--- config.mk ---
export PLATFORM = sky130hd
export DESIGN_NAME = bts_front
export DESIGN_NICKNAME = d
export VERILOG_FILES = /design/src/hdl/bilinear_texture_sampler_unit_defines.svh /design/src/hdl/bts_pkg.sv /design/src/hdl/bts_front.sv
export SDC_FILE = /design/constraint.sdc
export NUM_CORES = 1
export LEC_CHECK = 0
export BUFFER_PORTS_ARGS = -buffer_cell sky130_fd_sc_hd__buf_2
export CAP_MARGIN = 15
export CORE_MARGIN = 5
export CORE_UTILIZATION = 55
export CTS_BUF_LIST = sky130_fd_sc_hd__clkbuf_16
export DETAILED_ROUTE_END_ITERATION = 8
export PLACE_DENSITY = 0.83
export SYNTH_ARGS = -nofsm -noshare
export SYNTH_HDL_FRONTEND = slang
export SYNTH_SLANG_ARGS = --single-unit
--- constraint.sdc ---
create_clock -name clk -period 11.4 [get_ports clk]
set_input_delay 2.85 -clock clk [delete_from_list [all_inputs] [get_ports clk]]
set_output_delay 2.85 -clock clk [all_outputs]
set_load 0.005 [all_outputs]
--- src/hdl/bilinear_texture_sampler_unit_defines.svh ---
// Assertion macros for the texture sampler back end (bts_back).
// No dependencies.
`ifndef BILINEAR_TEXTURE_SAMPLER_UNIT_DEFINES_SVH
`define BILINEAR_TEXTURE_SAMPLER_UNIT_DEFINES_SVH

// Property that must hold on every clock once out of reset.
`define BTS_ASSERT(label, prop, msg) \
  label: assert property (@(posedge clk) disable iff (!rst_n) (prop)) else $error(msg);

// Implication whose consequent is checked in the cycle after the antecedent.
`define BTS_ASSERT_NEXT(label, ante, cons, msg) \
  label: assert property (@(posedge clk) disable iff (!rst_n) (ante) |=> (cons)) \
    else $error(msg);

`endif

--- src/hdl/bts_pkg.sv ---
// Package for the bilinear texture sampler: sizes, types, helpers.
// No dependencies.
package bts_pkg;
  localparam int MAX_DIM_DEF     = 64;
  localparam int STORE_DEPTH_DEF = 4096;
  localparam int FRAC_BITS_DEF   = 16;
  localparam int CFG_W   = 7;
  localparam int IDX_W   = 12;
  localparam int TEXEL_W = 32;
  localparam int COORD_W = 16;
  localparam logic FUNC_WRITE  = 1'b0;
  localparam logic FUNC_SAMPLE = 1'b1;
  localparam logic CFG_WIDTH   = 1'b0;
  localparam logic CFG_HEIGHT  = 1'b1;
endpackage

--- src/hdl/bts_front.sv ---
// Front end: takes every transfer in order, computes texel addresses and
// fractions for samples and passes write items along in order with them.
// Depends on bts_pkg.
module bts_front import bts_pkg::*; #(
  parameter int MAX_DIM   = MAX_DIM_DEF,
  parameter int FRAC_BITS = FRAC_BITS_DEF,
  parameter int AW        = 12
) (
  input  logic                   clk,
  input  logic                   rst_n,
  input  logic                   in_valid,
  output logic                   in_ready,
  input  logic                   in_func,
  input  logic [IDX_W-1:0]       in_texel_index,
  input  logic [TEXEL_W-1:0]     in_texel_data,
  input  logic [COORD_W-1:0]     in_u,
  input  logic [COORD_W-1:0]     in_v,
  input  logic [CFG_W-1:0]       width,
  input  logic [CFG_W-1:0]       height,
  output logic                   q_valid,
  input  logic                   q_ready,
  output logic                   q_func,
  output logic [IDX_W-1:0]       q_idx,
  output logic [TEXEL_W-1:0]     q_data,
  output logic [4*AW-1:0]        q_addr,
  output logic [FRAC_BITS:0]     q_fx,
  output logic [FRAC_BITS:0]     q_fy
);
  localparam int DW = $clog2(MAX_DIM + 1);
  localparam int PW = COORD_W + DW + FRAC_BITS + 2;
  localparam int AWW = 2 * DW + 2;

  logic [DW-1:0] w_eff, h_eff;
  logic [DW-1:0] x0, x1, y0, y1;
  logic signed [FRAC_BITS+1:0] fx_s, fy_s;
  logic          s1_valid_r, s1_valid_nxt;
  logic          s1_func_r;
  logic [IDX_W-1:0]   s1_idx_r;
  logic [TEXEL_W-1:0] s1_data_r;
  logic [DW-1:0] s1_x0_r, s1_x1_r, s1_y0_r, s1_y1_r, s1_w_r;
  logic [FRAC_BITS:0] s1_fx_r, s1_fy_r;
  logic advance;

  function automatic logic [DW-1:0] eff(input logic [CFG_W-1:0] r);
    logic [DW+CFG_W-1:0] rr;
    rr = {{DW{1'b0}}, r};
    if (r == '0) return DW'(1);
    if (rr > (DW+CFG_W)'(MAX_DIM)) return DW'(MAX_DIM);
    return rr[DW-1:0];
  endfunction

  // Position = coord*size - half; index truncated toward zero, fraction signed.
  function automatic void locate(input logic [COORD_W-1:0] c, input logic [DW-1:0] sz,
                                 output logic [DW-1:0] i0, output logic [DW-1:0] i1,
                                 output logic signed [FRAC_BITS+1:0] f);
    logic [PW-1:0] prod, scaled;
    logic signed [PW:0] pos;
    logic [PW-1:0] ip;
    logic [DW-1:0] idx;
    prod = PW'(c) * PW'(sz);
    if (FRAC_BITS >= COORD_W) scaled = prod << (FRAC_BITS - COORD_W);
    else scaled = prod >> (COORD_W - FRAC_BITS);
    pos = $signed({1'b0, scaled}) - $signed((PW+1)'(1) <<< (FRAC_BITS - 1));
    if (pos < 0) begin
      idx = '0;
      f = (FRAC_BITS+2)'(pos);
    end else begin
      ip = PW'(pos) >> FRAC_BITS;
      f = $signed({2'b00, pos[FRAC_BITS-1:0]});
      idx = (ip > PW'(sz - 1'b1)) ? sz - 1'b1 : ip[DW-1:0];
    end
    if (PW'(pos >>> FRAC_BITS) > PW'(sz - 1'b1) && pos >= 0) idx = sz - 1'b1;
    i0 = idx;
    i1 = (idx + 1'b1 == sz) ? '0 : idx + 1'b1;
  endfunction

  always_comb begin
    w_eff = eff(width);
    h_eff = eff(height);
    locate(in_u, w_eff, x0, x1, fx_s);
    locate(in_v, h_eff, y0, y1, fy_s);
  end

  assign advance  = !s1_valid_r || q_ready;
  assign in_ready = advance;
  // Writes travel the same path as samples so the store sees them in order.
  assign s1_valid_nxt = advance ? in_valid : s1_valid_r;

  always_ff @(posedge clk) begin
    if (!rst_n) s1_valid_r <= 1'b0;
    else s1_valid_r <= s1_valid_nxt;
    if (advance) begin
      s1_func_r <= in_func;
      s1_idx_r <= in_texel_index;
      s1_data_r <= in_texel_data;
      s1_x0_r <= x0; s1_x1_r <= x1; s1_y0_r <= y0; s1_y1_r <= y1;
      s1_w_r <= w_eff;
      s1_fx_r <= fx_s[FRAC_BITS:0];
      s1_fy_r <= fy_s[FRAC_BITS:0];
    end
  end

  // Stage 2 (combinational to queue): row*width + col addresses.
  function automatic logic [AW-1:0] addr(input logic [DW-1:0] r, input logic [DW-1:0] cl,
                                         input logic [DW-1:0] w);
    logic [AWW-1:0] a;
    a = AWW'(r) * AWW'(w) + AWW'(cl);
    return AW'(a);
  endfunction

  assign q_valid = s1_valid_r;
  assign q_func  = s1_func_r;
  assign q_idx   = s1_idx_r;
  assign q_data  = s1_data_r;
  assign q_addr  = {addr(s1_y1_r, s1_x1_r, s1_w_r), addr(s1_y1_r, s1_x0_r, s1_w_r),
                    addr(s1_y0_r, s1_x1_r, s1_w_r), addr(s1_y0_r, s1_x0_r, s1_w_r)};
  assign q_fx = s1_fx_r;
  assign q_fy = s1_fy_r;
endmodule

==> run summary, run 1 <==
fa_1 takes more of the synthesized area than any other cell. The worst setup path category is primary input to flip-flop. Ranked by total cell area, the synthesized netlist is headed by fa_1 22%, edfxtp_1 20%, ha_1 16%, and2_1 7.4%, inv_1 6.6%. The setup violation total in the final timing report came out at 0. The flow ran to the end, and the final reports show no timing, DRC or antenna violations. The filler-free cell count of the finished design is 2,482. The number of antenna violations at the first check in global routing is 0. The clock network power share is 11.2%. CTS saw 115 sinks.

In the layout the commonest cells are 306 x inv_1, 223 x buf_2, 222 x ha_1, 204 x and2_1, 188 x fa_1. The total routing usage reported by global routing is 24.6%. The congestion estimate from routability-driven global placement came to 0.915. Detailed placement finished with a half-perimeter wire length of 35,200 um.

Dividing the detail-routed wire length by the instance count gives 17.1 um. Counting every instance in the synthesized netlist gives 1,820. The internal power of the cells is 2.59 mW. Once the clock tree was built, the resizer swapped 0 gates to a different size. Clock latency on the worst-skew pair, taken at its later pin, is 0.44 ns.

TritonCTS built the clock tree. The number of buffers inserted by port buffering came out at 223. In this run the static leakage power is 10.1 nW. The die outline width came out at 187 um. The largest clock skew in the final design came out at 0.00916 ns. After routing the design area is 0.0197 sq mm. The number of buffers created by CTS is 17. STA classifies the critical path endpoint as a flip-flop. The area share of the largest cell type after synthesis is 21.8%.

The antenna diode instance count came out at 0. After detailed placement, the total cell area comes to 0.0191 sq mm. The arrival time reported for the critical path endpoint came out at 11.03 ns. The post-synthesis sequential area ratio came out at 19.9%. The worst IR drop on VDD came out at 225 uV. The most common cell after layout, fill and taps aside is inv_1. The first global-routing pass estimated 71,200 um of wire.

The count of hold-fix buffers inserted at cts is 0. The number of cells after detailed placement is 2,450. The depth of the most critical reg-to-reg path is 3. The most used flip-flop cell after synthesis is edfxtp_1. Once detail routing completed, the nets flagged for antenna violations numbered 0.

In this run the worst setup path terminates at s1_y1_r[0]$_SDFFCE_PN0P_. The total number of vias is 13,756. The switching power share of the total is 48.4%.

After synthesis, the share of flip-flops with an asynchronous set or reset is 0%. The I/O pin total is 224. The area growth from synthesis to layout came out at 13.8%. In this run the number of H-tree levels came out at 4.

The slew at the pin closest to its max-slew limit is 0.887 ns. After detailed routing, the number of remaining DRC violations is 0. Tracing the worst setup path back leads to its startpoint at height[6]. The number of iterations in the first detailed-routing pass is 5.

The achievable clock frequency is 92.0 MHz. The number of maximum-capacitance violations is 0. The normalized max-slew margin is 40.7%. Hold is met by 1.03 ns. The floorplan row count is 65. The worst register-to-register path ends at q_fx[8]$_DFFE_PP_. The layout net count is 2,572.

The final sum of negative setup slack is 0 ns. The required time at the endpoint of the critical path came out at 11.56 ns. On the critical path, the stage with the largest delay is an instance of fa_1. The via count of the first global-routing pass is 14,612.

In this run the worst hold path is classified as flip-flop to flip-flop. In the finished design, the share of the clock period the worst path needs comes to 95.3%. The vias per cell is 5.54. The number of library cell types mapped by synthesis is 92. The hold violation count in the final report came out at 0.

STA classifies the critical path startpoint as a primary input. The pin count of the biggest net entering global routing is 60. Dividing total power by cell area gives a power density of 255 mW/mm^2. The setup fix buffers added after clock tree synthesis is 0.

The routed design has 42,400 um of wire. The number of pins with negative max-slew slack in the final report came out at 0. Of all nets on the critical path, the largest fanout is 14. The final period demand of the worst path came out at 10.87 ns. Summing every instance area after synthesis gives 0.0173 sq mm. The first-iteration detailed-routing DRC count came out at 749. For this configuration, the core starts out at a cell density of 55.2%.

The worst reg-to-reg setup slack is 9.24 ns. The start of the worst register-to-register path is q_valid$_SDFFE_PN0P_. In this design, the critical path's most frequently occurring cell is fa_1. The part of the total power dissipated in combinational logic is 74.1%. The per-instance average area after synthesis is 9.50 sq um. The cell sitting at the root of the clock tree is a clkbuf_16. The maximum buffer depth of the clock tree is 2. Clock-pin slew was measured on the worst setup and hold paths at 0.07 ns. The aggregate global routing overflow is 0. For this run, the number of Yosys warnings is 0. The height of the die is 187 um. In this run the standard cell core region covers 0.0313 sq mm. After synthesis the netlist holds a flip-flop and latch count of 115.

Setup repair after global routing left no endpoint under its margin. The number of enable flip-flop cells after synthesis came out at 114. The full die area is 0.0351 sq mm. The net switching component of the power came out at 2.43 mW. The critical path's largest stage delay came out at 0.55 ns. The fraction of layout cells with a size suffix above 1 came out at 16.5%. The fraction of power consumed by sequential logic is 14.7%.
cell type report:
class / instances / area, sq um
multi-input combinational: 1358 / 12500
fill: 2534 / 11600
sequential: 115 / 3440
timing repair buffer: 268 / 1470
inverter: 307 / 1170
tap: 402 / 503
clock buffer: 17 / 425
clock inverter: 15 / 180
sequential cells by signal, indices dropped and copies added, names as in the netlist:
signal,flops
q_data,32
q_func,1
q_fx,17
q_fy,17
q_idx,12
q_valid,1
s1_w_r,7
s1_x0_r,7
s1_x1_r,7
s1_y0_r,7
s1_y1_r,7
logic make-up after synthesis:
| kind of cell | share of synthesized area (%) |
|---|---|
| AO/OA/AOI/OAI | 10.9 |
| multiplexers | 0.391 |
| other | 0.0217 |
| flip-flops | 19.9 |
| buffers and inverters | 7.99 |
| adder cells (fa/ha/maj) | 37.8 |
| XOR/XNOR | 5.95 |
| AND/OR/NAND/NOR | 17.0 |
power groups by stage:
stage,registers (mW),clock network (mW),logic (mW)
3_3_place_gp,0.741,0,3.60
4_1_cts,0.735,0.572,3.74
3_5_place_dp,0.743,0,3.71
6_report,0.738,0.562,3.73
2_1_floorplan,0.707,0,2.53
5_1_grt,0.749,0.593,4.18
per-layer routing:
layer | GRT usage [%] | part of all wire [%]
met2 | 43.3 | 49
met5 | 0 | 0
met1 | 30.3 | 41
met4 | 8.53 | 3.1
met3 | 5.02 | 6.1
cell usage after synthesis (all sizes together) (3+ instances only):
library cell	n
a21boi	10
fa	188
nand4	9
edfxtp	114
a311oi	3
o2111ai	6
mux2	3
a21oi	89
clkbuf	35
o2bb2ai	3
ha	222
or3	12
o211ai	9
o21a	8
o22ai	3
nor2	56
nand3b	3
inv	306
or2	6
and3	12
a211oi	14
o31ai	3
a31o	3
mux2i	3
nor3b	3
o21ai	29
nand2	166
a21o	35
nor3	24
nor2b	14
nand2b	14
o221ai	5
buf	12
and2	204
a31oi	5
xor2	28
nand3	16
nor4	3
o21bai	20
xnor2	86
worst min path at each step:
stage / start / depth (start not counted) / endpoint / slack, ns
after CTS: q_valid$_SDFFE_PN0P_ / 2 / q_fx[10]$_DFFE_PP_ / 1.04
after floorplan: q_valid$_SDFFE_PN0P_ / 1 / q_data[0]$_DFFE_PP_ / 2.95
after global routing: q_valid$_SDFFE_PN0P_ / 2 / q_fx[0]$_DFFE_PP_ / 1.12
after global placement: q_valid$_SDFFE_PN0P_ / 2 / q_idx[11]$_DFFE_PP_ / 1.01
final: q_valid$_SDFFE_PN0P_ / 2 / q_fx[10]$_DFFE_PP_ / 1.03
after detailed placement: q_valid$_SDFFE_PN0P_ / 2 / q_idx[11]$_DFFE_PP_ / 1.03
stage by stage:
stage	power [mW]	setup slack, ns	utilization (%)
4_1_cts	5.05	0.602	62.9
3_3_place_gp	4.34	0.322	60.9
6_report	5.03	0.535	62.9
2_1_floorplan	3.24	0.531	-
3_5_place_dp	4.45	0.156	60.9
5_1_grt	5.52	0.0288	62.9
worst max-delay path, delay by kind of cell:
| family | cells | cell delay [ns] |
|---|---|---|
| fa+ha+maj | 7 | 2.92 |
| compound gates | 11 | 2.69 |
| simple gates | 6 | 1.54 |
| xor+xnor | 1 | 0.16 |
| buf+inv | 5 | 0.86 |
No activity file was read; power rests on OpenSTA's default activity.
==> run 2, diff against run 1 <==
MAX_ROUTING_LAYER = met4   (was not set)
==> run summary, run 2 (same netlist as run 1, synthesis figures left out) <==
The total non-filler cell area in the finished layout came out at 0.0196 sq mm (was 0.0197 sq mm). The maximum level of the CTS H-tree came out at 4 (unchanged). The arrival time reported for the critical path endpoint is 10.95 ns (was 11.03 ns).

The height of the die came out at 187 um (unchanged). The number of buffers inserted by port buffering is 223 (unchanged). The initial core utilization is 55.2% (unchanged).

The slew at the pin closest to its max-slew limit was 0.972 ns (was 0.887 ns). The sum of routed wire length over all layers is 43,200 um (was 42,400 um). The worst hold path cell count is 2 (unchanged).

The final period utilization is 94.7% (was 95.3%). The total routing usage reported by global routing came out at 25.7% (was 24.6%). The layout net count was 2,572 (unchanged). The final routed DRC violation total is 0 (unchanged). The largest clock skew in the final design came out at 0.0109 ns (was 0.00916 ns). The worst setup path category was primary input to flip-flop (unchanged). The maximum buffer depth of the clock tree came to 2 (unchanged).

The remaining number of nets flagged by the antenna check after routing is 0 (unchanged). The worst-path maximum fanout came out at 16 (was 14). The nature of the critical path startpoint is a primary input (unchanged).

The count of hold-fix buffers inserted at cts is 0 (unchanged). The worst IR drop on VDD was 225 uV (about the same). The number of clock sinks came out at 115 (unchanged). The vias per cell came to 5.54 (about the same). The critical hold path startpoint is q_valid$_SDFFE_PN0P_ (unchanged). The filler-free cell count of the finished design is 2,483 (was 2,482). The required time at the endpoint of the critical path is 11.56 ns (about the same). The depth of the most critical reg-to-reg path is 3 (unchanged).

The most common cell after layout, fill and taps aside was inv_1 (unchanged). The leakage power is 10.1 nW (about the same). The class of the most critical hold timing path is flip-flop to flip-flop (unchanged).

The final period demand of the worst path came out at 10.80 ns (was 10.87 ns). The CTS tree is yes (unchanged). The hold violation count in the final report is 0 (unchanged). The setup fix buffers added after clock tree synthesis came out at 0 (unchanged). The core box area is 0.0313 sq mm (unchanged). The aggregate global routing overflow came out at 0 (unchanged). The floorplan row count came out at 65 (unchanged). The most prevalent standard cell on the critical path is fa_1 (unchanged). The start of the worst register-to-register path is q_valid$_SDFFE_PN0P_ (unchanged). The first-iteration detailed-routing DRC count came out at 853 (was 749). The routed wirelength normalized by instance count came out at 17.4 um (was 17.1 um). The I/O pin total is 224 (unchanged). The power per cell area is 256 mW/mm^2 (was 255 mW/mm^2).

Result of the run: completed (unchanged). The critical path's largest stage delay was 0.53 ns (was 0.55 ns). The flip-flop count of the largest register, all copies and words added is 32 (unchanged). The number of pins with negative max-slew slack in the final report came out at 0 (unchanged). The number of maximum-capacitance violations was 0 (unchanged).

The fraction of layout cells with a size suffix above 1 was 16.5% (about the same). The full die area came out at 0.0351 sq mm (unchanged). The pin count of the biggest net entering global routing came out at 71 (was 60). The via count of the first global-routing pass came out at 14,604 (was 14,612). The die outline width came to 187 um (unchanged). The number of cells after detailed placement is 2,450 (unchanged). The area growth from synthesis to layout is 13.6% (was 13.8%). The clock-pin slew on the worst setup and hold paths is 0.06 ns (was 0.07 ns). Commonest non-fill, non-tap cells in the layout: 306 x inv_1, 223 x buf_2, 222 x ha_1, 204 x and2_1, 188 x fa_1 (unchanged). The final sum of negative setup slack was 0 ns (unchanged). The number of buffers created by CTS is 17 (unchanged). Unrepaired setup endpoints after global routing: no (unchanged).

The clock latency of the later-clocked register in the worst-skew pair is 0.45 ns (was 0.44 ns). The total number of vias came out at 13,763 (was 13,756). The achievable clock frequency came to 92.6 MHz (was 92.0 MHz). The number of iterations in the first detailed-routing pass came to 5 (unchanged). The normalized max-slew margin was 35.2% (was 40.7%). The cell chosen for the clock root is clkbuf_16 (unchanged).

The highest-delay cell along the critical path is fa_1 (unchanged). The kind of capture point of the worst setup path was a flip-flop (unchanged). The number of instances resized during post-cts repair was 0 (unchanged). The number of antenna violations at the first check in global routing was 1 (was 0). The final RePlAce weighted congestion came to 0.954 (was 0.915). The overall power consumption is 5.03 mW (about the same). The first-pass GRT wire length is 71,800 um (was 71,200 um). The post-detailed-placement half-perimeter wirelength came out at 35,300 um (was 35,200 um). The standard cell area after detailed placement came out at 0.0191 sq mm (about the same). The start point of the critical path is height[6] (unchanged).

The setup violation total in the final timing report is 0 (unchanged). The utilization after layout is 62.7% (was 62.9%).
==> run 2: changes by cell type in the layout (fill, tap and decap cells not counted) <==
cell,previous run,this run
clkinvlp_4,1,2
diode_2,0,1
clkinv_4,1,4
clkinv_1,0,1
inv_6,8,3
clkinv_2,0,1
buf_4,44,45
bufinv_16,2,1
buf_12,1,0
==> run 2: final timing paths <==
path,end,slack (ns)
worst max-delay path,s1_y1_r[2]$_SDFFCE_PN0P_,0.60
worst min-delay path,q_idx[11]$_DFFE_PP_,0.95
worst max register to register,s1_y1_r[2]$_SDFFCE_PN0P_,9.26
worst min register to register,q_idx[11]$_DFFE_PP_,0.95
==> run 2: per-layer routing <==
layer	routed length (um)	vias to the layer above	track usage (%)
met3	2450	113	4.48
met1	18100	6697	30.9
li1	-	6466	-
met2	21300	487	44.0
met5	0	-	-
met4	1340	0	8.90
==> run 2: per-stage QoR <==
step / hold slack [ns] / setup WS, ns
5_1_grt: 1.01 / 0.138
2_1_floorplan: 2.95 / 0.531
6_report: 0.946 / 0.604
3_3_place_gp: 0.928 / 0.389
3_5_place_dp: 0.949 / 0.277
4_1_cts: 0.960 / 0.689
==> run 2: cell type report <==
type / count / area (sq um)
antenna: 1 / 2.50
timing repair buffer: 268 / 1450
tap: 402 / 503
sequential: 115 / 3440
inverter: 307 / 1170
clock inverter: 15 / 149
multi-input combinational: 1358 / 12500
fill: 2532 / 11700
clock buffer: 17 / 425
==> run 2: where the power goes <==
part,internal [mW],leakage [nW],total (mW),switching [mW]
Sequential,0.632,1.22,0.738,0.106
Clock,0.306,0.278,0.539,0.233
Combinational,1.63,8.59,3.76,2.12
==> run 2: critical path: cells and delay by family <==
family	cells	cell delay, ns
buffers and inverters	6	0.77
adders and majority gates	6	2.68
muxes	1	0.42
and+or+nand+nor	10	2.10
xor gates and xnor gates	1	0.16
AOI/OAI and AO/OA	8	1.92
==> run 3, diff against run 2 <==
CORE_ASPECT_RATIO = 2   (was not set)
==> run summary, run 3 (same netlist as run 1, synthesis figures left out) <==
The number of pins with negative max-slew slack in the final report is 0 (unchanged). The routed wirelength normalized by instance count is 16.9 um (was 17.4 um). The critical path's largest stage delay is 0.69 ns (was 0.53 ns). The kind of capture point of the worst setup path is a flip-flop (unchanged). The power per cell area came to 251 mW/mm^2 (was 256 mW/mm^2). The number of buffers inserted by port buffering is 223 (unchanged).

The clock-pin slew on the worst setup and hold paths came out at 0.08 ns (was 0.06 ns). The nature of the critical path startpoint was a primary input (unchanged). The final routed DRC violation total is 0 (unchanged). The CTS tree is yes (unchanged). The normalized max-slew margin is 33.1% (was 35.2%). The number of buffers created by CTS is 17 (unchanged).

The highest-delay cell along the critical path was or4b_2 (was fa_1). The die outline width was 135 um (was 187 um). The most prevalent standard cell on the critical path is fa_1 (unchanged). The switching power share of the total was 48.6% (was 48.9%). The setup fix buffers added after clock tree synthesis came out at 0 (unchanged).

The first-iteration detailed-routing DRC count is 761 (was 853). The final RePlAce weighted congestion came to 0.936 (was 0.954). The worst-path maximum fanout came out at 18 (was 16).

The number of fill cells is 2,612 (was 2,532). The number of clock sinks came out at 115 (unchanged). The most common cell after layout, fill and taps aside is inv_1 (unchanged). The pin count of the biggest net entering global routing is 66 (was 71). The sum of routed wire length over all layers is 42,100 um (was 43,200 um). The antenna diode instance count came out at 0 (was 1).

The vias per cell came out at 5.46 (was 5.54). The achievable clock frequency is 92.6 MHz (about the same). The hold violation count in the final report came to 0 (unchanged). The first-pass GRT wire length is 69,200 um (was 71,800 um). The depth of the most critical reg-to-reg path came out at 2 (was 3).

The full die area came out at 0.0353 sq mm (was 0.0351 sq mm). The total routing usage reported by global routing came out at 25.1% (was 25.7%). The setup violation total in the final timing report is 0 (unchanged). The area growth from synthesis to layout is 13.5% (was 13.6%). The largest clock skew in the final design is 0.0163 ns (was 0.0109 ns). The number of instances resized during post-cts repair came out at 0 (unchanged). The fraction of power consumed by sequential logic is 14.9% (was 14.7%). The worst setup path category is primary input to flip-flop (unchanged).

The worst hold path cell count came out at 1 (was 2). The area taken by multi-input logic gates is 0.0125 sq mm (unchanged). The clock network power share is 10.8% (was 10.7%). The part of the total power dissipated in combinational logic is 74.3% (was 74.6%). The floorplan row count came out at 92 (was 65). The arrival time reported for the critical path endpoint is 10.96 ns (was 10.95 ns).

The maximum level of the CTS H-tree came out at 4 (unchanged). The kind of cell with the highest combined delay on the critical path was adder cells (unchanged). The final period demand of the worst path is 10.80 ns (about the same). The initial core utilization came to 55.2% (about the same). The aggregate global routing overflow came out at 0 (unchanged). Commonest non-fill, non-tap cells in the layout: 306 x inv_1, 223 x buf_2, 222 x ha_1, 204 x and2_1, 188 x fa_1 (unchanged). The height of the die was 261 um (was 187 um).

The count of buffer and inverter cells on the critical path came to 4 (was 6). The class of the most critical hold timing path was flip-flop to flip-flop (unchanged). The via count of the first global-routing pass is 14,224 (was 14,604).

The final period utilization came out at 94.7% (about the same). The layout net count came out at 2,563 (was 2,572). The core box area came out at 0.0313 sq mm (about the same). The critical path depth in cells is 29 (was 32). The internal power of the cells came out at 2.53 mW (was 2.57 mW).

The worst IR drop on VDD was 415 uV (was 225 uV). The number of antenna violations at the first check in global routing came out at 0 (was 1). The net switching component of the power is 2.40 mW (was 2.46 mW). The flip-flop count of the largest register, all copies and words added is 32 (unchanged).

Result of the run: completed (unchanged). The number of maximum-capacitance violations came out at 0 (unchanged). The number of iterations in the first detailed-routing pass is 5 (unchanged).

The count of hold-fix buffers inserted at cts came out at 0 (unchanged). The cell chosen for the clock root is clkbuf_16 (unchanged). The maximum buffer depth of the clock tree is 2 (unchanged). The slew at the pin closest to its max-slew limit is 1.00 ns (was 0.972 ns). The fraction of layout cells with a size suffix above 1 is 16.2% (was 16.5%). The area taken by flip-flops and latches is 0.00344 sq mm (unchanged). The I/O pin total is 224 (unchanged). The clock latency of the later-clocked register in the worst-skew pair came out at 0.45 ns (about the same). The leakage power came out at 10.0 nW (was 10.1 nW). The final sum of negative setup slack came out at 0 ns (unchanged).

The final hold slack is 1.26 ns (was 0.946 ns). The post-detailed-placement half-perimeter wirelength came out at 34,300 um (was 35,300 um). The total number of vias came out at 13,621 (was 13,763).

The remaining number of nets flagged by the antenna check after routing was 0 (unchanged). Unrepaired setup endpoints after global routing: no (unchanged). The required time at the endpoint of the critical path is 11.56 ns (about the same).
run 3: through the flow:
step	instance area [sq um]	total power [mW]	worst slack [ns]	utilization, %	std cells
after global placement	19000	4.27	0.401	60.8	2462
final	19600	4.93	0.601	62.7	2494
after floorplan	17300	3.24	0.531	-	1827
after detailed placement	19000	4.36	0.228	60.8	2462
after CTS	19600	4.93	0.700	62.7	2494
after global routing	19600	5.39	0.131	62.7	2494
run 3: layout make-up:
type                       instances  share of cell area, %
clock inverter                    15                  0.823
sequential                       115                   17.5
multi-input combinational       1358                   63.7
inverter                         307                   5.94
timing repair buffer             259                   7.13
clock buffer                      17                   2.17
tap                              423                   2.70
run 3: final timing paths:
path	startpoint	endpoint	slack [ns]
setup / recovery	width[5]	s1_x1_r[5]$_SDFFCE_PN0P_	0.60
setup reg to reg	q_valid$_SDFFE_PN0P_	q_data[3]$_DFFE_PP_	9.28
hold reg to reg	q_valid$_SDFFE_PN0P_	q_fx[15]$_DFFE_PP_	1.26
hold / removal	q_valid$_SDFFE_PN0P_	q_fx[15]$_DFFE_PP_	1.26
run 3: power by group through the flow:
stage	Combinational [mW]	Clock (mW)	Sequential (mW)
final	3.66	0.532	0.734
after CTS	3.66	0.543	0.732
after global placement	3.53	0	0.738
after floorplan	2.53	0	0.707
after global routing	4.07	0.565	0.748
after detailed placement	3.62	0	0.739
run 3: routing by layer:
| metal | wire [um] | GRT usage, % | vias to the layer above | share of wire, % |
|---|---|---|---|---|
| met2 | 20900 | 41.3 | 478 | 50 |
| met1 | 17400 | 31.2 | 6598 | 41 |
| met5 | 0 | - | - | 0 |
| met4 | 1260 | 9.19 | 0 | 3.0 |
| li1 | - | - | 6446 | - |
| met3 | 2510 | 4.03 | 99 | 6.0 |
